File: config.mk
export PLATFORM = sky130hd
export DESIGN_NAME = stepper_position_with_homing_flat
export DESIGN_NICKNAME = d
export VERILOG_FILES = /design/src/design/spwh_pkg.sv /design/src/design/spwh_in_if.sv /design/src/design/spwh_out_if.sv /design/src/design/spwh_cfg.sv /design/src/design/spwh_scale.sv /design/src/design/spwh_core.sv /design/src/design/stepper_position_with_homing.sv /design/src/flat_wrapper.sv
export SDC_FILE = /design/constraint.sdc
export NUM_CORES = 1
export LEC_CHECK = 0
export BUFFER_PORTS_ARGS = -buffer_cell sky130_fd_sc_hd__buf_2
export CORE_MARGIN = 5
export CORE_UTILIZATION = 36
export CTS_BUF_LIST = sky130_fd_sc_hd__clkbuf_4
export CTS_CLUSTER_DIAMETER = 30
export CTS_CLUSTER_SIZE = 30
export DETAILED_ROUTE_END_ITERATION = 7
export PLACE_DENSITY = 0.61
export SYNTH_ARGS = -nofsm -noshare
export SYNTH_HDL_FRONTEND = slang
export SYNTH_SLANG_ARGS = --single-unit
File: constraint.sdc
create_clock -name i_clk -period 9.9 [get_ports i_clk]
set_input_delay 0.99 -clock i_clk [delete_from_list [all_inputs] [get_ports i_clk]]
set_output_delay 0.99 -clock i_clk [all_outputs]
set_load 0.02 [all_outputs]
File: src/design/spwh_pkg.sv
// ----------------------------------------------------------------------------
// spwh_pkg
// Shared types and constants of the stepper position controller with homing.
// ----------------------------------------------------------------------------
package spwh_pkg;

    // default widths of the position and of the target fraction
    localparam int POSITION_BITS_DEF = 22;
    localparam int FRACTION_BITS_DEF = 16;

    // configuration register widths
    localparam int MAX_STEPS_W = 20;
    localparam int STEP_SIZE_W = 8;
    localparam int QUALIFY_W   = 8;
    localparam int CFG_DATA_W  = 20;
    localparam int CFG_INDEX_W = 2;

    // scaled setpoint is below twice max_steps
    localparam int SETPOINT_W  = MAX_STEPS_W + 1;

    // switch qualification run counter
    localparam int RUN_W = 8;
    localparam logic [RUN_W-1:0] RUN_MAX = {RUN_W{1'b1}};

    // configuration register indexes
    localparam logic [CFG_INDEX_W-1:0] REG_MAX_STEPS     = 2'd0;
    localparam logic [CFG_INDEX_W-1:0] REG_STEP_SIZE     = 2'd1;
    localparam logic [CFG_INDEX_W-1:0] REG_QUALIFY_COUNT = 2'd2;

    // configuration reset values
    localparam logic [MAX_STEPS_W-1:0] MAX_STEPS_RST     = '0;
    localparam logic [STEP_SIZE_W-1:0] STEP_SIZE_RST     = 8'd1;
    localparam logic [QUALIFY_W-1:0]   QUALIFY_COUNT_RST = 8'd10;

    // configuration register set
    typedef struct packed {
        logic [MAX_STEPS_W-1:0] max_steps;
        logic [STEP_SIZE_W-1:0] step_size;
        logic [QUALIFY_W-1:0]   qualify_count;
    } t_cfg;

    // tick as held in the input stage, target already scaled
    typedef struct packed {
        logic [SETPOINT_W-1:0] setpoint;
        logic                  drive_enable;
        logic                  homing_request;
        logic                  switch_level;
    } t_tick;

endpackage

File: src/design/spwh_in_if.sv
// ----------------------------------------------------------------------------
// spwh_in_if
// Tick channel: target fraction, enable, homing request and switch sample.
// ----------------------------------------------------------------------------
interface spwh_in_if #(
    parameter int FRACTION_BITS = spwh_pkg::FRACTION_BITS_DEF
) ();
    logic                   valid;
    logic                   ready;
    logic [FRACTION_BITS:0] target_fraction;
    logic                   drive_enable;
    logic                   homing_request;
    logic                   switch_level;

    modport source (
        output valid, target_fraction, drive_enable, homing_request, switch_level,
        input  ready
    );

    modport sink (
        input  valid, target_fraction, drive_enable, homing_request, switch_level,
        output ready
    );
endinterface

File: src/design/spwh_out_if.sv
// ----------------------------------------------------------------------------
// spwh_out_if
// Result channel: step pin levels, position, error and switch status.
// ----------------------------------------------------------------------------
interface spwh_out_if #(
    parameter int POSITION_BITS = spwh_pkg::POSITION_BITS_DEF
) ();
    logic                            valid;
    logic                            ready;
    logic                            step_pulse;
    logic                            direction_left;
    logic                            driver_on;
    logic signed [POSITION_BITS-1:0] position_now;
    logic signed [POSITION_BITS-1:0] error_left;
    logic                            limit_hit;
    logic                            homing_done;

    modport source (
        output valid, step_pulse, direction_left, driver_on, position_now,
               error_left, limit_hit, homing_done,
        input  ready
    );

    modport sink (
        input  valid, step_pulse, direction_left, driver_on, position_now,
               error_left, limit_hit, homing_done,
        output ready
    );
endinterface

File: src/design/spwh_cfg.sv
// ----------------------------------------------------------------------------
// spwh_cfg
// Configuration registers: max_steps, step_size and qualify_count.
// ----------------------------------------------------------------------------
module spwh_cfg (
    input  logic                                i_clk,
    input  logic                                i_rst_n,
    input  logic                                i_cfg_we,
    input  logic [spwh_pkg::CFG_INDEX_W-1:0]    i_cfg_index,
    input  logic [spwh_pkg::CFG_DATA_W-1:0]     i_cfg_data,
    output spwh_pkg::t_cfg                      o_cfg
);
    spwh_pkg::t_cfg r_cfg;
    spwh_pkg::t_cfg n_cfg;

    // register write decode
    always_comb begin
        n_cfg = r_cfg;
        if (i_cfg_we) begin
            unique case (i_cfg_index)
                spwh_pkg::REG_MAX_STEPS: begin
                    n_cfg.max_steps = i_cfg_data[spwh_pkg::MAX_STEPS_W-1:0];
                end
                spwh_pkg::REG_STEP_SIZE: begin
                    n_cfg.step_size = i_cfg_data[spwh_pkg::STEP_SIZE_W-1:0];
                end
                spwh_pkg::REG_QUALIFY_COUNT: begin
                    n_cfg.qualify_count = i_cfg_data[spwh_pkg::QUALIFY_W-1:0];
                end
                default: begin
                    n_cfg = r_cfg;
                end
            endcase
        end
    end

    always_ff @(posedge i_clk) begin
        if (!i_rst_n) begin
            r_cfg.max_steps     <= spwh_pkg::MAX_STEPS_RST;
            r_cfg.step_size     <= spwh_pkg::STEP_SIZE_RST;
            r_cfg.qualify_count <= spwh_pkg::QUALIFY_COUNT_RST;
        end else begin
            r_cfg <= n_cfg;
        end
    end

    assign o_cfg = r_cfg;
endmodule

File: src/design/spwh_scale.sv
// ----------------------------------------------------------------------------
// spwh_scale
// Input stage: accepts a tick and registers it with the target scaled to
// steps (target_fraction * max_steps, fraction bits dropped).
// ----------------------------------------------------------------------------
module spwh_scale #(
    parameter int FRACTION_BITS = spwh_pkg::FRACTION_BITS_DEF
) (
    input  logic                                  i_clk,
    input  logic                                  i_rst_n,
    input  logic [spwh_pkg::MAX_STEPS_W-1:0]      i_max_steps,
    spwh_in_if.sink                               i_in,
    input  logic                                  i_take,
    output logic                                  o_tick_valid,
    output spwh_pkg::t_tick                       o_tick
);
    localparam int PROD_W = FRACTION_BITS + 1 + spwh_pkg::MAX_STEPS_W;

    logic                  r_valid;
    logic                  n_valid;
    spwh_pkg::t_tick       r_tick;
    logic [PROD_W-1:0]     product;
    logic                  in_acc;

    // stage is free when empty or when its tick moves on this cycle
    assign i_in.ready = !r_valid || i_take;
    assign in_acc     = i_in.valid && i_in.ready;

    // scale the fraction of travel to a step count
    assign product = PROD_W'(i_in.target_fraction) * PROD_W'(i_max_steps);

    always_comb begin
        if (in_acc) begin
            n_valid = 1'b1;
        end else if (i_take) begin
            n_valid = 1'b0;
        end else begin
            n_valid = r_valid;
        end
    end

    always_ff @(posedge i_clk) begin
        if (!i_rst_n) begin
            r_valid <= 1'b0;
        end else begin
            r_valid <= n_valid;
        end
    end

    // tick payload
    always_ff @(posedge i_clk) begin
        if (in_acc) begin
            r_tick.setpoint       <= product[PROD_W-1:FRACTION_BITS];
            r_tick.drive_enable   <= i_in.drive_enable;
            r_tick.homing_request <= i_in.homing_request;
            r_tick.switch_level   <= i_in.switch_level;
        end
    end

    assign o_tick_valid = r_valid;
    assign o_tick       = r_tick;
endmodule

File: src/design/spwh_core.sv
// ----------------------------------------------------------------------------
// spwh_core
// Controller state update and result register: switch qualification,
// homing, error forming, step issue and position saturation.
// ----------------------------------------------------------------------------
module spwh_core #(
    parameter int POSITION_BITS = spwh_pkg::POSITION_BITS_DEF
) (
    input  logic            i_clk,
    input  logic            i_rst_n,
    input  spwh_pkg::t_cfg  i_cfg,
    input  logic            i_tick_valid,
    input  spwh_pkg::t_tick i_tick,
    output logic            o_take,
    spwh_out_if.source      o_out
);
    localparam int PB = POSITION_BITS;
    localparam int SW = spwh_pkg::SETPOINT_W;
    localparam int CW = ((PB > SW) ? PB : SW) + 3;

    localparam logic signed [CW-1:0] POS_MAX = {{(CW-PB+1){1'b0}}, {(PB-1){1'b1}}};
    localparam logic signed [CW-1:0] POS_MIN = {{(CW-PB+1){1'b1}}, {(PB-1){1'b0}}};

    // clamp a wide value to the position range
    function automatic logic signed [PB-1:0] sat(input logic signed [CW-1:0] v);
        logic signed [PB-1:0] res;
        if (v > POS_MAX) begin
            res = POS_MAX[PB-1:0];
        end else if (v < POS_MIN) begin
            res = POS_MIN[PB-1:0];
        end else begin
            res = v[PB-1:0];
        end
        return res;
    endfunction

    // sign extend a position-wide value
    function automatic logic signed [CW-1:0] ext(input logic signed [PB-1:0] v);
        logic signed [CW-1:0] res;
        res = {{(CW-PB){v[PB-1]}}, v};
        return res;
    endfunction

    // controller state
    logic signed [PB-1:0]             r_pos;
    logic signed [PB-1:0]             r_err;
    logic                             r_dir;
    logic                             r_en;
    logic [spwh_pkg::RUN_W-1:0]       r_run;
    logic                             r_last;
    logic                             r_qual;

    // result register
    logic                             r_out_valid;
    logic                             r_pulse;
    logic                             r_done;

    // next values
    logic signed [PB-1:0]             n_pos;
    logic signed [PB-1:0]             n_err;
    logic                             n_dir;
    logic                             n_en;
    logic [spwh_pkg::RUN_W-1:0]       n_run;
    logic                             n_qual;
    logic                             n_pulse;
    logic                             n_done;

    // intermediates
    logic                             fire;
    logic signed [CW-1:0]             sp_w;
    logic signed [CW-1:0]             ms_w;
    logic signed [CW-1:0]             ss_w;
    logic signed [CW-1:0]             sp_diff;
    logic signed [CW-1:0]             sp_clamped;
    logic signed [PB-1:0]             pos0;
    logic signed [PB-1:0]             err0;

    // result register frees up when empty or taken
    assign o_take = !r_out_valid || o_out.ready;
    assign fire   = i_tick_valid && o_take;

    assign sp_w = {{(CW-SW){1'b0}}, i_tick.setpoint};
    assign ms_w = {{(CW-spwh_pkg::MAX_STEPS_W){1'b0}}, i_cfg.max_steps};
    assign ss_w = {{(CW-spwh_pkg::STEP_SIZE_W){1'b0}}, i_cfg.step_size};

    // switch qualification over consecutive samples
    always_comb begin
        if (i_tick.switch_level == r_last) begin
            n_run = (r_run == spwh_pkg::RUN_MAX) ? r_run : r_run + 1'b1;
        end else begin
            n_run = '0;
        end
        n_qual = (n_run >= i_cfg.qualify_count) ? i_tick.switch_level : r_qual;
    end

    // error forming for homing and position ticks, then step issue
    always_comb begin
        n_done     = 1'b0;
        sp_diff    = sp_w - ext(r_pos);
        sp_clamped = (sp_w > ms_w) ? ms_w : sp_w;
        if (i_tick.homing_request) begin
            n_en = 1'b1;
            if (n_qual) begin
                pos0   = '0;
                err0   = '0;
                n_done = 1'b1;
            end else begin
                pos0 = r_pos;
                err0 = sat(-ss_w);
            end
        end else begin
            n_en = i_tick.drive_enable;
            // switch pressed while heading left re-zeroes the position
            if (n_qual && sp_diff[CW-1]) begin
                pos0 = '0;
            end else begin
                pos0 = r_pos;
            end
            err0 = sat(sp_clamped - ext(pos0));
        end

        n_pulse = n_en && (err0 != '0);
        if (n_pulse) begin
            n_dir = err0[PB-1];
            if (n_dir) begin
                n_pos = sat(ext(pos0) - ss_w);
                n_err = sat(ext(err0) + ss_w);
            end else begin
                n_pos = sat(ext(pos0) + ss_w);
                n_err = sat(ext(err0) - ss_w);
            end
        end else begin
            n_dir = r_dir;
            n_pos = pos0;
            n_err = err0;
        end
    end

    // state and result valid
    always_ff @(posedge i_clk) begin
        if (!i_rst_n) begin
            r_pos       <= '0;
            r_err       <= '0;
            r_dir       <= 1'b0;
            r_en        <= 1'b0;
            r_run       <= '0;
            r_last      <= 1'b0;
            r_qual      <= 1'b0;
            r_out_valid <= 1'b0;
        end else begin
            r_out_valid <= fire || (r_out_valid && !o_out.ready);
            if (fire) begin
                r_pos  <= n_pos;
                r_err  <= n_err;
                r_dir  <= n_dir;
                r_en   <= n_en;
                r_run  <= n_run;
                r_last <= i_tick.switch_level;
                r_qual <= n_qual;
            end
        end
    end

    // per-transaction flags
    always_ff @(posedge i_clk) begin
        if (fire) begin
            r_pulse <= n_pulse;
            r_done  <= n_done;
        end
    end

    assign o_out.valid          = r_out_valid;
    assign o_out.step_pulse     = r_pulse;
    assign o_out.direction_left = r_dir;
    assign o_out.driver_on      = r_en;
    assign o_out.position_now   = r_pos;
    assign o_out.error_left     = r_err;
    assign o_out.limit_hit      = r_qual;
    assign o_out.homing_done    = r_done;
endmodule

File: src/design/stepper_position_with_homing.sv
// ----------------------------------------------------------------------------
// stepper_position_with_homing
// Step/direction position controller with limit-switch homing.
// ----------------------------------------------------------------------------
// One tick transaction is accepted per clock while results are taken, and each
// gives one result transaction: the first stage registers the tick and scales the target
// fraction by max_steps in one multiplier, the second updates the position,
// error and switch qualifier in one pass and loads the result register. That
// state loop closes within the second stage, which sets the rate
// at one transaction per clock. The input stays ready while a result waits,
// until both stages hold a transaction. The user writes configuration registers
// through the plain write port while no transaction is in flight; the block does not enforce this.
// ----------------------------------------------------------------------------
module stepper_position_with_homing #(
    parameter int POSITION_BITS = spwh_pkg::POSITION_BITS_DEF,
    parameter int FRACTION_BITS = spwh_pkg::FRACTION_BITS_DEF
) (
    input  logic                             i_clk,
    input  logic                             i_rst_n,
    input  logic                             i_cfg_we,
    input  logic [spwh_pkg::CFG_INDEX_W-1:0] i_cfg_index,
    input  logic [spwh_pkg::CFG_DATA_W-1:0]  i_cfg_data,
    spwh_in_if.sink                          i_in,
    spwh_out_if.source                       o_out
);
    spwh_pkg::t_cfg  cfg;
    spwh_pkg::t_tick tick;
    logic            tick_valid;
    logic            take;

    // configuration registers
    spwh_cfg u_cfg (
        .i_clk       (i_clk),
        .i_rst_n     (i_rst_n),
        .i_cfg_we    (i_cfg_we),
        .i_cfg_index (i_cfg_index),
        .i_cfg_data  (i_cfg_data),
        .o_cfg       (cfg)
    );

    // input register and target scaling
    spwh_scale #(
        .FRACTION_BITS (FRACTION_BITS)
    ) u_scale (
        .i_clk        (i_clk),
        .i_rst_n      (i_rst_n),
        .i_max_steps  (cfg.max_steps),
        .i_in         (i_in),
        .i_take       (take),
        .o_tick_valid (tick_valid),
        .o_tick       (tick)
    );

    // state update and result register
    spwh_core #(
        .POSITION_BITS (POSITION_BITS)
    ) u_core (
        .i_clk        (i_clk),
        .i_rst_n      (i_rst_n),
        .i_cfg        (cfg),
        .i_tick_valid (tick_valid),
        .i_tick       (tick),
        .o_take       (take),
        .o_out        (o_out)
    );
endmodule

File: src/flat_wrapper.sv
// flat-port wrapper written by rule: the top's interface ports become plain ports
module stepper_position_with_homing_flat 
#(
    parameter int POSITION_BITS = spwh_pkg::POSITION_BITS_DEF,
    parameter int FRACTION_BITS = spwh_pkg::FRACTION_BITS_DEF
)
  (i_clk, i_rst_n, i_cfg_we, i_cfg_index, i_cfg_data, i_in_valid, i_in_target_fraction, i_in_drive_enable, i_in_homing_request, i_in_switch_level, i_in_ready, o_out_valid, o_out_step_pulse, o_out_direction_left, o_out_driver_on, o_out_position_now, o_out_error_left, o_out_limit_hit, o_out_homing_done, o_out_ready);
  spwh_in_if #(.FRACTION_BITS(FRACTION_BITS)) i_in_i ();
  spwh_out_if #(.POSITION_BITS(POSITION_BITS)) o_out_i ();
  input  logic i_clk;
  input  logic i_rst_n;
  input  logic i_cfg_we;
  input  logic [spwh_pkg::CFG_INDEX_W-1:0] i_cfg_index;
  input  logic [spwh_pkg::CFG_DATA_W-1:0] i_cfg_data;
  input wire logic [$bits(i_in_i.valid)-1:0] i_in_valid;
  input wire logic [$bits(i_in_i.target_fraction)-1:0] i_in_target_fraction;
  input wire logic [$bits(i_in_i.drive_enable)-1:0] i_in_drive_enable;
  input wire logic [$bits(i_in_i.homing_request)-1:0] i_in_homing_request;
  input wire logic [$bits(i_in_i.switch_level)-1:0] i_in_switch_level;
  output wire logic [$bits(i_in_i.ready)-1:0] i_in_ready;
  output wire logic [$bits(o_out_i.valid)-1:0] o_out_valid;
  output wire logic [$bits(o_out_i.step_pulse)-1:0] o_out_step_pulse;
  output wire logic [$bits(o_out_i.direction_left)-1:0] o_out_direction_left;
  output wire logic [$bits(o_out_i.driver_on)-1:0] o_out_driver_on;
  output wire logic [$bits(o_out_i.position_now)-1:0] o_out_position_now;
  output wire logic [$bits(o_out_i.error_left)-1:0] o_out_error_left;
  output wire logic [$bits(o_out_i.limit_hit)-1:0] o_out_limit_hit;
  output wire logic [$bits(o_out_i.homing_done)-1:0] o_out_homing_done;
  input wire logic [$bits(o_out_i.ready)-1:0] o_out_ready;
  assign i_in_i.valid = i_in_valid;
  assign i_in_i.target_fraction = i_in_target_fraction;
  assign i_in_i.drive_enable = i_in_drive_enable;
  assign i_in_i.homing_request = i_in_homing_request;
  assign i_in_i.switch_level = i_in_switch_level;
  assign i_in_ready = i_in_i.ready;
  assign o_out_valid = o_out_i.valid;
  assign o_out_step_pulse = o_out_i.step_pulse;
  assign o_out_direction_left = o_out_i.direction_left;
  assign o_out_driver_on = o_out_i.driver_on;
  assign o_out_position_now = o_out_i.position_now;
  assign o_out_error_left = o_out_i.error_left;
  assign o_out_limit_hit = o_out_i.limit_hit;
  assign o_out_homing_done = o_out_i.homing_done;
  assign o_out_i.ready = o_out_ready;
  stepper_position_with_homing #(.POSITION_BITS(POSITION_BITS), .FRACTION_BITS(FRACTION_BITS)) u_core (.i_clk(i_clk), .i_rst_n(i_rst_n), .i_cfg_we(i_cfg_we), .i_cfg_index(i_cfg_index), .i_cfg_data(i_cfg_data), .i_in(i_in_i), .o_out(o_out_i));
endmodule
==> results.toml <==
[sta]
finalSetupViolCount = 0
skew_ns = 0.0534
hold_slack_ns = 0.480
slew_violations = 0
setup_ws_ns = 0.739
setup_tns_ns = 0
period_share_pct = 92.5
rsz0062_at_grt = "no"
finalCriticalPeriod_ns = 9.16
relSlewSlack_pct = 14.4
fmax_mhz = 109
worst_pin_slew_ns = 1.28
finalHoldViolCount = 0

[global_routing]
track_usage_pct = 21.0
grt_max_degree = 57
grt_pass1_vias = 19300
grt.overflow.total = 0
grt_first_pass_wirelength_um = 107000
antenna_found_initial = 6

[logic_synthesis]
synth_top_area_share_pct = 25.5
ys_warn_count = 0
synthFlopType = "dfxtp_1"
synth_top_area_cell = "fa_1"
synthCells = 2632
seq_area_frac_synth_pct = 12.5
synth_area_um2 = 21300
synth_edf_count = 26
avgSynthCellArea_um2 = 8.10
async_flop_share_pct = 0
synth_area_leaders = "fa_1 (26%), ha_1 (13%), dfxtp_1 (8.8%)"
synth.distinct_cells = 88
yosys_register_bits = 120
synth_nets = 3166

[routing]
wl_per_cell_um = 19.7
detail_route.vias_per_cell = 5.49
dr.pass1.iters = 8
wl_um = 67800
drt_iter0_markers = 1464
drc = 0
drtAntennaViolNets = 0
vias = 18900

[die]
die_w_um = 253
die_area_um2 = 64200
dieHeight_um = 253
initial_utilization_pct = 36.3
io_pins = 98
rows = 89
core_um2 = 58800

[setup_path]
rr_endpoint = "u_core.u_core.o_out.error_left[18]"
crit_path_start_kind = "register"
crit_type = "register to register"
worstPathRequired_ns = 10.44
reg2reg_from = "u_core.u_core.r_run[0]"
slowest_delay_ns = 0.53
slowest_stage = "or3_1"
crit_arrival_ns = 9.70
cp_max_fo = 21
endpoint_kind = "register"
r2r.worst_path.cells = 35
reg2reg_slack_ns = 0.74

[final_layout]
area_growth_pct = 7.34
final_cell_mix = "inv_1 (394), nand2_1 (388), fa_1 (272), ha_1 (215), a21oi_1 (144)"
drive_gt1_share_pct = 9.04
nets = 3187
fin_util_pct = 38.9
layout_commonest_cell = "inv_1"

[hold_path]
hold_depth = 2
hp-class = "register to register"
min_from = "u_core.u_core.r_last"
hold_end = "u_core.u_core.r_last"

[power]
power_density_nw_per_um2 = 113
seqPwrFrac_pct = 23.7
clkPwrFrac_pct = 14.5
leakage_nw = 10.8
power.switching_w = 0.00132
p_comb_share_pct = 61.8
p_sw_share_pct = 51.0
vdd_drop_max_mv = 0.0804
p_int_w = 0.00127

[clocking]
cts_resized = 0
cts.clk_slew.worst_paths_ns = 0.14
cts_hold_buffers = 0
cts_buffers = 17
root_buffer = "clkbuf_4"
cts_tree = "yes"
clkLatencyLatePin_ns = 0.63
cts_htree_levels = 4
clock_sinks = 120
cts_setup_buffers = 0
cts_max_path_buffers = 2

[placed_design]
hpwlAfterDp_um = 52600
routabilityCongestion = 0.960
numPortBuffers = 97
pre_cts_ws_ns = 0.377

[status]
status = "finished, final reports clean"

[flow_run]
cap_violations = 0
==> worst max-delay path, delay by kind of cell, from the launching register on <==
kind | cells | cell delay [ns]
simple gates | 14 | 2.81
xor+xnor | 1 | 0.17
fa+ha+maj | 5 | 1.49
flops | 1 | 0.42
compound gates | 15 | 4.19
==> state kept, by name (all words and copies together), names as in the netlist <==
name	flops
u_core.u_core.o_out.limit_hit	1
u_core.u_scale.o_tick	24
u_core.u_core.o_out.valid	1
u_core.u_core.o_out.driver_on	1
u_core.u_cfg.o_cfg	36
u_core.u_core.o_out.homing_done	1
u_core.u_core.o_out.step_pulse	1
u_core.u_core.o_out.error_left	22
u_core.u_core.o_out.direction_left	1
u_core.u_core.o_out.position_now	22
u_core.u_scale.o_tick_valid	1
u_core.u_core.r_run	8
u_core.u_core.r_last	1
==> cell type report <==
cell class | instances | area, µm²
Fill cell | 6055 | 35900
Inverter | 398 | 1490
Antenna cell | 2 | 5.00
Clock inverter | 15 | 154
Sequential cell | 120 | 2660
Multi-Input combinational cell | 1975 | 16700
Clock buffer | 17 | 128
Tap cell | 773 | 967
Timing Repair Buffer | 141 | 816
==> per-stage QoR <==
stage / area [µm²] / cells / total power (W)
after global placement: 22600 / 3407 / 0.00218
final: 22900 / 3441 / 0.00259
after detailed placement: 22600 / 3407 / 0.00219
after global routing: 22900 / 3440 / 0.00280
after floorplan: 21300 / 2632 / 0.00175
after CTS: 22800 / 3439 / 0.00258
==> kinds of logic (layout without fill, tap and decap cells) <==
family / count (synthesis) / in the layout / synth area share, %
AO/OA/AOI/OAI: 519 / 519 / 15.9
XOR/XNOR: 75 / 75 / 3.08
adder cells (fa/ha/maj): 487 / 487 / 38.2
buffers and inverters: 537 / 571 / 9.64
flip-flops: 120 / 120 / 12.5
multiplexers: 39 / 39 / 1.96
other: 1 / 3 / 0.0176
AND/OR/NAND/NOR: 854 / 854 / 18.7
==> synth_stat cells, types with 7 or more instances <==
master    number
o21ai_0      119
dfxtp_1       94
clkbuf_1     125
a21oi_1      144
or2_2         10
nor2_1       136
nor4_1         7
or3_1         11
and3_1        14
o22ai_1       14
edfxtp_1      26
a32o_1        16
xor2_1        21
inv_1        395
ha_1         215
mux2_2        22
nand2_1      389
xnor2_1       54
a21o_1        37
o211ai_1      14
nand4_1       24
o31ai_1        7
nor2b_1       18
o21bai_1      10
nand3_1       37
nor3_1        44
a211oi_1      20
mux2i_1       17
fa_1         272
o21ai_1        7
o21a_1        27
nand2b_1      22
and2_1       117
a31oi_1       19
==> power groups by stage <==
| stage | clock network (W) | registers [W] | logic, W |
|---|---|---|---|
| finish | 0.000377 | 0.000613 | 0.00160 |
| global placement | 0 | 0.000622 | 0.00156 |
| detailed placement | 0 | 0.000622 | 0.00157 |
| CTS | 0.000390 | 0.000611 | 0.00158 |
| floorplan | 0 | 0.000614 | 0.00113 |
| global route | 0.000410 | 0.000617 | 0.00177 |
==> worst max-delay path by stage <==
stage	start	endpoint	slack, ns	cells past startpoint
after CTS	u_core.u_core.r_run[0]	u_core.u_core.o_out.error_left[11]	0.32	36
after floorplan	u_core.u_cfg.o_cfg[17]	u_core.u_core.o_out.error_left[14]	1.05	45
after global routing	u_core.u_core.r_run[0]	u_core.u_core.o_out.error_left[14]	0.05	34
after global placement	u_core.u_core.r_run[0]	u_core.u_core.o_out.error_left[11]	0.76	36
after detailed placement	u_core.u_core.r_run[0]	u_core.u_core.o_out.error_left[11]	0.38	36
final	u_core.u_core.r_run[0]	u_core.u_core.o_out.error_left[18]	0.74	35
==> layer usage <==
metal / wire length, µm / track usage (%) / part of all wire (%) / vias to the layer above
met1: 29800 / 29.2 / 44 / 9388
met2: 31100 / 34.1 / 46 / 692
li1: - / - / - / 8694
met5: 44 / 0 / 0.065 / -
met4: 1550 / 5.26 / 2.3 / 6
met3: 5230 / 3.86 / 7.7 / 104
No activity file was read; power rests on OpenSTA's default activity.
